$ cat src/cfd_pkg.sv
`timescale 1ns / 1ps
// ----------------------------------------------------------------------------
// cfd_pkg
// Shared widths, reset values and the slot-to-channel order map for the
// combined ppm frame decoder.
// ----------------------------------------------------------------------------
package cfd_pkg;

  localparam int TimeW            = 16;
  localparam int SlotW            = 4;
  localparam int DataW            = 32;
  localparam int AddrW            = 3;
  localparam int MaxChannelsDflt  = 8;

  localparam logic [TimeW-1:0] SyncResetTicks = 16'd3000;

  // register indexes (word address bits of paddr)
  localparam logic RegSyncThreshold = 1'b0;

  typedef struct packed {
    logic             width_valid;
    logic [SlotW-1:0] channel_index;
    logic [TimeW-1:0] pulse_width;
    logic             frame_complete;
    logic             sync_locked;
    logic [SlotW-1:0] learned_channels;
  } cfd_result_t;

  // slots 1,2,3 land on channels 3,1,2, the rest map to themselves
  function automatic logic [SlotW-1:0] map_slot(input logic [SlotW-1:0] slot);
    logic [SlotW-1:0] chan;
    unique case (slot)
      SlotW'(1): chan = SlotW'(3);
      SlotW'(2): chan = SlotW'(1);
      SlotW'(3): chan = SlotW'(2);
      default:   chan = slot;
    endcase
    return chan;
  endfunction

endpackage

$ cat src/cppm_frame_decoder.sv
`timescale 1ns / 1ps
// ----------------------------------------------------------------------------
// cppm_frame_decoder
// Turns edge capture timestamps of a combined ppm train into channel widths.
// ----------------------------------------------------------------------------
// One timestamp word is taken per clock. Its result word is registered into
// the output register, or into a single skid entry behind it while the
// output is stalled, so the input keeps flowing through output stall and
// only stalls once both entries hold words. The whole per-edge
// update (gap test, slot step, learned-maximum compare) is one pass of logic
// from the decoder state to the output register. sync_threshold is written
// through the apb port and should only change while no words are in flight.
module cppm_frame_decoder
  import cfd_pkg::*;
#(
  parameter int MAX_CHANNELS = MaxChannelsDflt
) (
  input  logic             clk,
  input  logic             rst,
  // apb register port
  input  logic             psel,
  input  logic             penable,
  input  logic             pwrite,
  input  logic [AddrW-1:0] paddr,
  input  logic [DataW-1:0] pwdata,
  output logic [DataW-1:0] prdata,
  output logic             pready,
  // edge timestamp channel
  input  logic             in_valid,
  output logic             in_stall,
  input  logic [TimeW-1:0] capture_time,
  // result channel
  output logic             out_valid,
  input  logic             out_stall,
  output logic             width_valid,
  output logic [SlotW-1:0] channel_index,
  output logic [TimeW-1:0] pulse_width,
  output logic             frame_complete,
  output logic             sync_locked,
  output logic [SlotW-1:0] learned_channels
);

  localparam logic [SlotW-1:0] SlotMax = SlotW'(MAX_CHANNELS);

  logic [TimeW-1:0] sync_threshold;
  logic [TimeW-1:0] last_edge_time;
  logic [TimeW-1:0] slot_start_time;
  logic [SlotW-1:0] slot_count;
  logic [SlotW-1:0] max_slot_count;
  logic             lock_flag;

  logic [TimeW-1:0] slot_start_time_next;
  logic [SlotW-1:0] slot_count_next;
  logic [SlotW-1:0] max_slot_count_next;
  logic             lock_flag_next;

  cfd_result_t res_next;
  cfd_result_t out_res;
  cfd_result_t skid_res;
  logic        skid_full;

  logic             in_acc;
  logic             cfg_wr;
  logic [TimeW-1:0] gap;
  logic [SlotW-1:0] slot_base;

  assign in_stall = skid_full;
  assign in_acc   = in_valid && !skid_full;

  // register port
  assign pready = 1'b1;
  assign cfg_wr = psel && penable && pwrite && (paddr[AddrW-1] == RegSyncThreshold);
  assign prdata = (paddr[AddrW-1] == RegSyncThreshold) ? DataW'(sync_threshold) : '0;

  always_ff @(posedge clk) begin
    if (rst) begin
      sync_threshold <= SyncResetTicks;
    end else if (cfg_wr) begin
      sync_threshold <= pwdata[TimeW-1:0];
    end
  end

  // per-edge decode
  always_comb begin
    gap       = capture_time - last_edge_time;
    slot_base = (gap > sync_threshold) ? '0 : slot_count;

    res_next             = '0;
    slot_start_time_next = slot_start_time;
    lock_flag_next       = lock_flag;
    max_slot_count_next  = max_slot_count;

    if (slot_base == '0) begin
      // first edge of a frame only marks the start
      slot_start_time_next = capture_time;
      slot_count_next      = SlotW'(1);
    end else if (slot_base <= SlotMax) begin
      res_next.width_valid   = 1'b1;
      res_next.channel_index = map_slot(slot_base);
      res_next.pulse_width   = capture_time - slot_start_time;
      slot_start_time_next   = capture_time;
      slot_count_next        = slot_base + SlotW'(1);
    end else begin
      // slots ran past the channel count
      slot_count_next         = slot_base;
      res_next.frame_complete = 1'b1;
      lock_flag_next          = 1'b1;
    end

    if (slot_count_next > max_slot_count) begin
      max_slot_count_next = slot_count_next;
    end else if (slot_count_next == max_slot_count) begin
      res_next.frame_complete = 1'b1;
      lock_flag_next          = 1'b1;
    end

    res_next.sync_locked      = lock_flag_next;
    res_next.learned_channels = max_slot_count_next;
  end

  always_ff @(posedge clk) begin
    if (rst) begin
      last_edge_time  <= '0;
      slot_start_time <= '0;
      slot_count      <= '0;
      max_slot_count  <= '0;
      lock_flag       <= 1'b0;
    end else if (in_acc) begin
      last_edge_time  <= capture_time;
      slot_start_time <= slot_start_time_next;
      slot_count      <= slot_count_next;
      max_slot_count  <= max_slot_count_next;
      lock_flag       <= lock_flag_next;
    end
  end

  // output register with one skid entry
  always_ff @(posedge clk) begin
    if (rst) begin
      out_valid <= 1'b0;
      skid_full <= 1'b0;
    end else if (!out_valid || !out_stall) begin
      if (skid_full) begin
        out_valid <= 1'b1;
        skid_full <= 1'b0;
      end else begin
        out_valid <= in_acc;
      end
    end else if (in_acc) begin
      skid_full <= 1'b1;
    end
  end

  always_ff @(posedge clk) begin
    if (!out_valid || !out_stall) begin
      if (skid_full) begin
        out_res <= skid_res;
      end else if (in_acc) begin
        out_res <= res_next;
      end
    end else if (in_acc) begin
      skid_res <= res_next;
    end
  end

  assign width_valid      = out_res.width_valid;
  assign channel_index    = out_res.channel_index;
  assign pulse_width      = out_res.pulse_width;
  assign frame_complete   = out_res.frame_complete;
  assign sync_locked      = out_res.sync_locked;
  assign learned_channels = out_res.learned_channels;

endmodule

$ cat config.mk
export PLATFORM = sky130hd
export DESIGN_NAME = cppm_frame_decoder
export DESIGN_NICKNAME = d
export VERILOG_FILES = /design/src/cfd_pkg.sv /design/src/cppm_frame_decoder.sv
export SDC_FILE = /design/constraint.sdc
export NUM_CORES = 1
export LEC_CHECK = 0
export BUFFER_PORTS_ARGS = -buffer_cell sky130_fd_sc_hd__clkbuf_2
export CAP_MARGIN = 15
export CELL_PAD_IN_SITES_DETAIL_PLACEMENT = 1
export CELL_PAD_IN_SITES_GLOBAL_PLACEMENT = 1
export CORE_MARGIN = 5
export CORE_UTILIZATION = 43
export CTS_CLUSTER_DIAMETER = 60
export DETAILED_ROUTE_END_ITERATION = 16
export HOLD_SLACK_MARGIN = 0.12
export PLACE_DENSITY_LB_ADDON = 0.1
export SLEW_MARGIN = 25
export SYNTH_ARGS = -nofsm -noshare
export SYNTH_HDL_FRONTEND = slang
export SYNTH_SLANG_ARGS = --single-unit
$ cat constraint.sdc
create_clock -name clk -period 8.3 [get_ports clk]
set_clock_uncertainty 0.1 [all_clocks]
set_input_delay 0 -clock clk [delete_from_list [all_inputs] [get_ports clk]]
set_output_delay 0 -clock clk [all_outputs]
set_load 0.005 [all_outputs]
==> flow_metrics.py, run 1 <==
metrics = {
    "power": {
        "peakVddDrop_mv": 0.167,
        "pwr_density_cell_nw_per_um2": 217,
        "seq_power_share_pct": 36.1,
        "switching_share_pct": 28.2,
        "pwr-share-comb_pct": 20.9,
        "p_leak_nw": 3.50,
        "internal_power_w": 0.00128,
        "switchingPower_w": 0.000504,
        "p_clk_share_pct": 43.0,
    },
    "finish": {
        "seqCellArea_sq_um": 2810,
        "insertedDiodeCount": 0,
        "fillCellCount": 1736,
        "drive_above_1_share_pct": 17.0,
        "multiInputGateArea_sq_um": 3440,
        "final_common_cell": "nand2_1",
        "syn_to_final_growth_pct": 23.1,
        "stdcell_area_sq_um": 8240,
        "fin_nets": 966,
        "final_cell_mix": "nand2_1, nor2_1, clkbuf_2",
    },
    "yosys": {
        "postSynthAreaPerCell_sq_um": 9.07,
        "yosysWarnings": 0,
        "syn_inst": 738,
        "ys_ff_latch": 113,
        "synth_area_sq_um": 6700,
        "yosysSeqAreaShare_pct": 41.9,
        "ys_types": 54,
        "synth-edff-count": 54,
        "synthArstFlopShare_pct": 0,
        "ys.flop_type": "dfxtp_1",
    },
    "die": {
        "core_area_sq_um": 15300,
        "num_rows": 45,
        "die_h_um": 135,
        "fp.dieArea_sq_um": 18200,
        "ioPinCount": 120,
        "initial_core_util_pct": 43.9,
        "die_w_um": 135,
    },
    "setup_path": {
        "critPathLaunchType": "register",
        "slowest_stage": "a2111o_1",
        "cp.required_ps": 8370,
        "worst-setup-path-type": "reg -> reg",
        "ff2ff_path_depth": 30,
        "crit_path_max_fanout": 7,
        "cp.depth": 30,
        "end_kind": "register",
        "crit_path_max_incr_delay_ps": 510,
        "crit_family": "compound AO/OA/AOI/OAI gates",
        "crit_path_frequent_cell": "ha_1",
        "cp.arrival_ps": 7780,
        "crit_buf_inv": 2,
    },
    "place": {
        "gp_congestion": 0.804,
        "portBuffers": 84,
        "placed_area_sq_um": 7200,
        "post-dp-hpwl_um": 12500,
    },
    "job": {
        "cap_viol_max_count": 0,
    },
    "sta": {
        "finalSetupViolations": 0,
        "fmax_mhz": 130,
        "final_hold_viol_count": 0,
        "slew_violations": 0,
        "grt_setup_unrepaired": "no",
        "relSlewSlack_pct": 35.7,
        "hold_ws_ps": 141,
        "period_needed_ps": 7710,
        "worstMarginPinSlew_ps": 964,
        "min_period_over_period_pct": 92.9,
        "finalSetupTns_ps": 0,
    },
    "outcome": {
        "status": "complete, no violations",
    },
    "grt": {
        "antenna_found_initial": 0,
        "grt_pass1_wl_um": 29000,
        "grt-ovfl-total": 0,
        "grtUsageTotal_pct": 20.0,
        "grt_max_degree": 61,
        "grt_pass1_vias": 5944,
    },
    "clocking": {
        "cts_max_path_buffers": 2,
        "cts_root_buf": "clkbuf_16",
        "insertion_delay_ps": 420,
        "cts_tree": "yes",
        "cts-buffers-inserted": 17,
        "cts.sinks": 113,
        "clk_pin_slew_ps": 60,
        "htreeDepth": 4,
    },
    "drt": {
        "firstDrtPassIters": 4,
        "drt_iter0_drc": 315,
        "routed_via_density": 5.22,
        "antenna_left": 0,
        "vias": 5619,
        "wl_per_cell_um": 16.6,
        "wirelength_um": 17800,
        "drc": 0,
    },
    "min_path": {
        "min_path_type": "in -> reg",
        "hold_depth": 4,
    },
}
power groups by stage:
stage / sequential, W / clock, W / combinational [W]
after floorplan: 0.000654 / 0 / 0.000261
after global placement: 0.000655 / 0 / 0.000337
after detailed placement: 0.000657 / 0 / 0.000354
after CTS: 0.000646 / 0.000780 / 0.000375
final: 0.000645 / 0.000769 / 0.000373
after global routing: 0.000649 / 0.000805 / 0.000419
sequential cells by signal, indices dropped and copies added (netlist names), 16 cells and up:
signal / cells
last_edge_time: 16
sync_threshold: 16
skid_res: 27
pulse_width: 16
slot_start_time: 16
cell type report:
cell class | instances | share of cell area [%]
clock buffer | 18 | 5.21
clock inverter | 14 | 2.28
inverter | 60 | 2.73
multi-input combinational | 528 | 41.8
sequential | 113 | 34.0
tap | 211 | 3.20
timing repair buffer | 132 | 10.8
synth_stat cells, drive strengths merged, types with 2 or more instances:
library cell	instances	area share, %
o21a	7	0.78
xor2	13	1.7
nand2b	9	0.84
a21oi	59	4.4
mux2i	17	2.5
dfxtp	59	18
a211oi	5	0.56
ha	54	10
nor2	86	4.8
inv	60	3.4
o31a	2	0.26
or3	3	0.28
nand2	92	5.2
buf	26	2.8
nand3	4	0.30
clkbuf	26	1.5
o21bai	3	0.34
or4	2	0.22
fa	2	0.60
a41oi	3	0.39
xnor2	14	1.8
o31ai	25	3.6
o21ai	22	1.6
a21o	11	1.2
edfxtp	54	24
conb	2	0.11
nor3	10	0.75
mux2	8	1.3
a31oi	6	0.56
o211ai	6	0.75
nor2b	11	1.0
and2	7	0.69
a211o	9	1.2
nand4	7	0.65
metrics by stage:
stage	utilization [%]	cells	total power (W)	worst slack, ps
2_1_floorplan	-	753	0.000915	1580
3_3_place_gp	47.2	1002	0.000991	814
3_5_place_dp	47.2	1002	0.00101	427
4_1_cts	53.9	1075	0.00180	343
5_1_grt	54.0	1076	0.00187	45.7
6_report	54.0	1076	0.00179	586
kinds of logic (layout without fill, tap and decap cells):
| family | after synthesis | in the layout | share of synthesized area, % |
|---|---|---|---|
| adders and majority gates | 56 | 56 | 10.7 |
| other | 2 | 17 | 0.112 |
| xor gates and xnor gates | 27 | 27 | 3.53 |
| DFF | 113 | 113 | 41.9 |
| and+or+nand+nor | 237 | 237 | 15.4 |
| AOI/OAI and AO/OA | 166 | 166 | 16.9 |
| buffers and inverters | 112 | 224 | 7.66 |
| muxes | 25 | 25 | 3.89 |
worst reg2reg max path: cells and delay by family, from the launching register on:
kind | cells | cell delay (ps)
AOI/OAI and AO/OA | 12 | 3120
DFF | 1 | 320
buffers and inverters | 2 | 150
and+or+nand+nor | 10 | 2190
muxes | 1 | 290
adders and majority gates | 4 | 1160
xor gates and xnor gates | 1 | 160
layer usage:
metal  GRT usage [%]  up-vias  part of all wire [%]
li1                -     2755                     -
met1            23.7     2746                    44
met4            7.18        0                   1.8
met3            3.50       24                   3.0
met5               0        -                     0
met2            36.4       94                    51
worst paths after layout:
kind,from,endpoint,slack (ps)
worst min register to register,last_edge_time[3]$_SDFFE_PP0P_,last_edge_time[3]$_SDFFE_PP0P_,360
worst max-delay path,last_edge_time[2]$_SDFFE_PP0P_,learned_channels[0]$_DFFE_PP_,590
worst min-delay path,pwrite,sync_threshold[6]$_SDFFE_PP0P_,140
worst max register to register,last_edge_time[2]$_SDFFE_PP0P_,learned_channels[0]$_DFFE_PP_,590
timing repair:
item | 4_1_cts | 5_1_grt
endpoints found under the hold margin | 80 | 0
setup buffers | 0 | 0
setup endpoints to repair | 0 | 6
resized for setup | 0 | 1
hold buffers | 41 | 0
(Power assumes the default switching activity.)
==> run 2, diff against run 1 <==
ABC_AREA = 1   (was unset)
CORE_UTILIZATION = 45   (was 43)
clock period = 9.4 ns   (was 8.3 ns; I/O delays follow)
==> run 2 against run 1 <==
  * Wire length shrank 2.6%
  * Synthesized cell count grew 6.2%
  * Critical endpoint is now learned_channels[3]$_DFFE_PP_
  * Highest routed layer unchanged
  * Flip-flop and latch count is the same
  * Hold slack gained 13 ps
  * Register-to-register slack gained 2500 ps
  * Sequential power shrank 10%
  * Utilization grew 2.4 points
  * Die area shrank 5.4%
  * Area after synthesis shrank 1.5%
  * Combinational power grew 2%
==> flow_metrics.py, run 2 <==
metrics = {
    "finish": {
        "final_common_cell": "nand2_1",
        "drive_above_1_share_pct": 17.3,
        "largest_reg_flops": 27,
        "fin_nets": 1031,
        "regMostFlops": "skid_res",
        "fin_cells": 1114,
        "final_cell_mix": "nand2_1, inv_1, clkbuf_2",
        "syn_to_final_growth_pct": 23.8,
        "insertedDiodeCount": 0,
    },
    "place": {
        "post-dp-hpwl_um": 12600,
        "portBuffers": 84,
        "dp.cells": 1030,
        "gp_congestion": 0.873,
    },
    "die": {
        "initial_core_util_pct": 45.6,
        "num_rows": 44,
        "ioPinCount": 120,
        "fp.dieArea_sq_um": 17200,
        "die_h_um": 131,
        "die_w_um": 131,
        "core_area_sq_um": 14500,
    },
    "job": {
        "cap_viol_max_count": 0,
    },
    "setup_path": {
        "slowest_stage": "dlygate4sd3_1",
        "crit_buf_inv": 4,
        "cp.required_ps": 9450,
        "crit_path_frequent_cell": "nand2_1",
        "end_kind": "register",
        "cp.arrival_ps": 6420,
        "crit_family": "simple AND/OR/NAND/NOR gates",
        "crit_path_max_incr_delay_ps": 520,
        "worst-setup-path-type": "in -> reg",
        "critPathLaunchType": "input pin",
        "crit_path_max_fanout": 17,
    },
    "sta": {
        "slew_violations": 0,
        "min_period_over_period_pct": 67.7,
        "finalSetupTns_ps": 0,
        "worstMarginPinSlew_ps": 939,
        "relSlewSlack_pct": 37.0,
        "fmax_mhz": 157,
        "grt_setup_unrepaired": "no",
        "hold_ws_ps": 154,
        "final_hold_viol_count": 0,
        "finalSetupViolations": 0,
        "period_needed_ps": 6360,
    },
    "min_path": {
        "min_path_type": "in -> reg",
    },
    "drt": {
        "routed_via_density": 5.08,
        "drt_iter0_drc": 163,
        "drc": 0,
        "antenna_left": 0,
        "firstDrtPassIters": 4,
        "wirelength_um": 17300,
        "vias": 5658,
        "wl_per_cell_um": 15.6,
    },
    "clocking": {
        "cts_root_buf": "clkbuf_16",
        "clk_pin_slew_ps": 60,
        "cts_tree": "yes",
        "htreeDepth": 4,
        "cts-buffers-inserted": 17,
        "cts_setup_buffers": 0,
        "cts.sinks": 113,
        "insertion_delay_ps": 420,
        "cts_max_path_buffers": 2,
    },
    "yosys": {
        "yosysTopAreaCell": "edfxtp_1",
        "yosysWarnings": 0,
        "ys_ff_latch": 113,
        "synth_top_area_share_pct": 24.6,
        "postSynthAreaPerCell_sq_um": 8.42,
        "ys.flop_type": "dfxtp_1",
        "synth_area_leaders": "edfxtp_1, dfxtp_1, ha_1",
        "synthArstFlopShare_pct": 0,
        "synthTopCellsByCount": "nand2_1, inv_1, a21oi_1",
        "synth_area_sq_um": 6600,
        "ys_types": 48,
        "synth-edff-count": 54,
        "yosysSeqAreaShare_pct": 42.5,
        "synth.most_common_cell": "nand2_1",
        "syn_inst": 784,
    },
    "grt": {
        "antenna_found_initial": 0,
        "grt_max_degree": 35,
        "grt_pass1_vias": 6146,
        "grt-ovfl-total": 0,
        "grtUsageTotal_pct": 21.3,
        "grt_pass1_wl_um": 28800,
    },
    "power": {
        "peakVddDrop_mv": 0.133,
        "pwr_density_cell_nw_per_um2": 192,
        "p_leak_nw": 3.75,
    },
    "outcome": {
        "status": "complete, no violations",
    },
}
run 2: where the power goes:
part	internal (W)	switching [W]	leakage, nW
Sequential	0.000565	0.0000127	1.02
Combinational	0.000141	0.000239	2.46
Clock	0.000365	0.000243	0.270
run 2: worst reg2reg max path: cells and delay by family, from the launching register on:
| kind | cells | cell delay [ps] |
|---|---|---|
| and+or+nand+nor | 16 | 2560 |
| AOI/OAI and AO/OA | 7 | 1520 |
| adders and majority gates | 5 | 1480 |
| DFF | 1 | 320 |
| buffers and inverters | 1 | 60 |
run 2: layout make-up:
cell class                      instances  area, sq um
Multi-Input combinational cell        545         3220
Sequential cell                       113         2800
Clock buffer                           17          425
Clock inverter                         15          138
Tap cell                              184          230
Timing Repair Buffer                  141          978
Fill cell                            1768         6310
Inverter                               99          377
run 2: cell families (layout without fill, tap and decap cells):
kind of cell / count (synthesis) / count (layout) / synth area share, %
adder cells (fa/ha/maj): 56 / 56 / 10.8
AND/OR/NAND/NOR: 276 / 276 / 19.2
AO/OA/AOI/OAI: 173 / 173 / 14.6
other: 2 / 17 / 0.114
flip-flops: 113 / 113 / 42.5
XOR/XNOR: 23 / 23 / 3.05
buffers and inverters: 141 / 272 / 9.73
run 2: path summary, 6_finish.rpt:
| path | slack, ps | depth (start not counted) | startpoint | endpoint |
|---|---|---|---|---|
| setup / recovery | 3040 | 32 | capture_time[0] | learned_channels[3]$_DFFE_PP_ |
| setup reg to reg | 3090 | 29 | last_edge_time[0]$_SDFFE_PP0P_ | learned_channels[3]$_DFFE_PP_ |
| hold / removal | 150 | 3 | penable | sync_threshold[7]$_SDFFE_PP1P_ |
| hold reg to reg | 360 | 2 | slot_start_time[8]$_SDFFE_PP0P_ | slot_start_time[8]$_SDFFE_PP0P_ |
run 2: repair_timing:
action                     in CTS  in global routing
hold buffers                   52                  0
setup endpoints to repair       0                  0
resized for setup               0                  0
hold endpoints to repair       85                  0
run 2: stage by stage:
stage                     util [%]  cell area [sq um]  total power [W]  setup WS (ps)
after floorplan                  -               6650         0.000855           4290
after global placement        48.9               7080         0.000928           3410
after detailed placement      48.9               7080         0.000951           3130
after CTS                     56.4               8170          0.00158           3050
after global routing          56.4               8170          0.00165           2600
final                         56.4               8170          0.00157           3040
run 2: metal layers:
metal / track usage [%] / wire [um] / vias to the layer above / share of wire [%]
li1: - / - / 2834 / -
met1: 24.9 / 7550 / 2678 / 44
met2: 38.4 / 8730 / 116 / 50
met3: 4.38 / 702 / 30 / 4.0
met4: 7.50 / 360 / 0 / 2.1
met5: 0 / 0 / - / 0
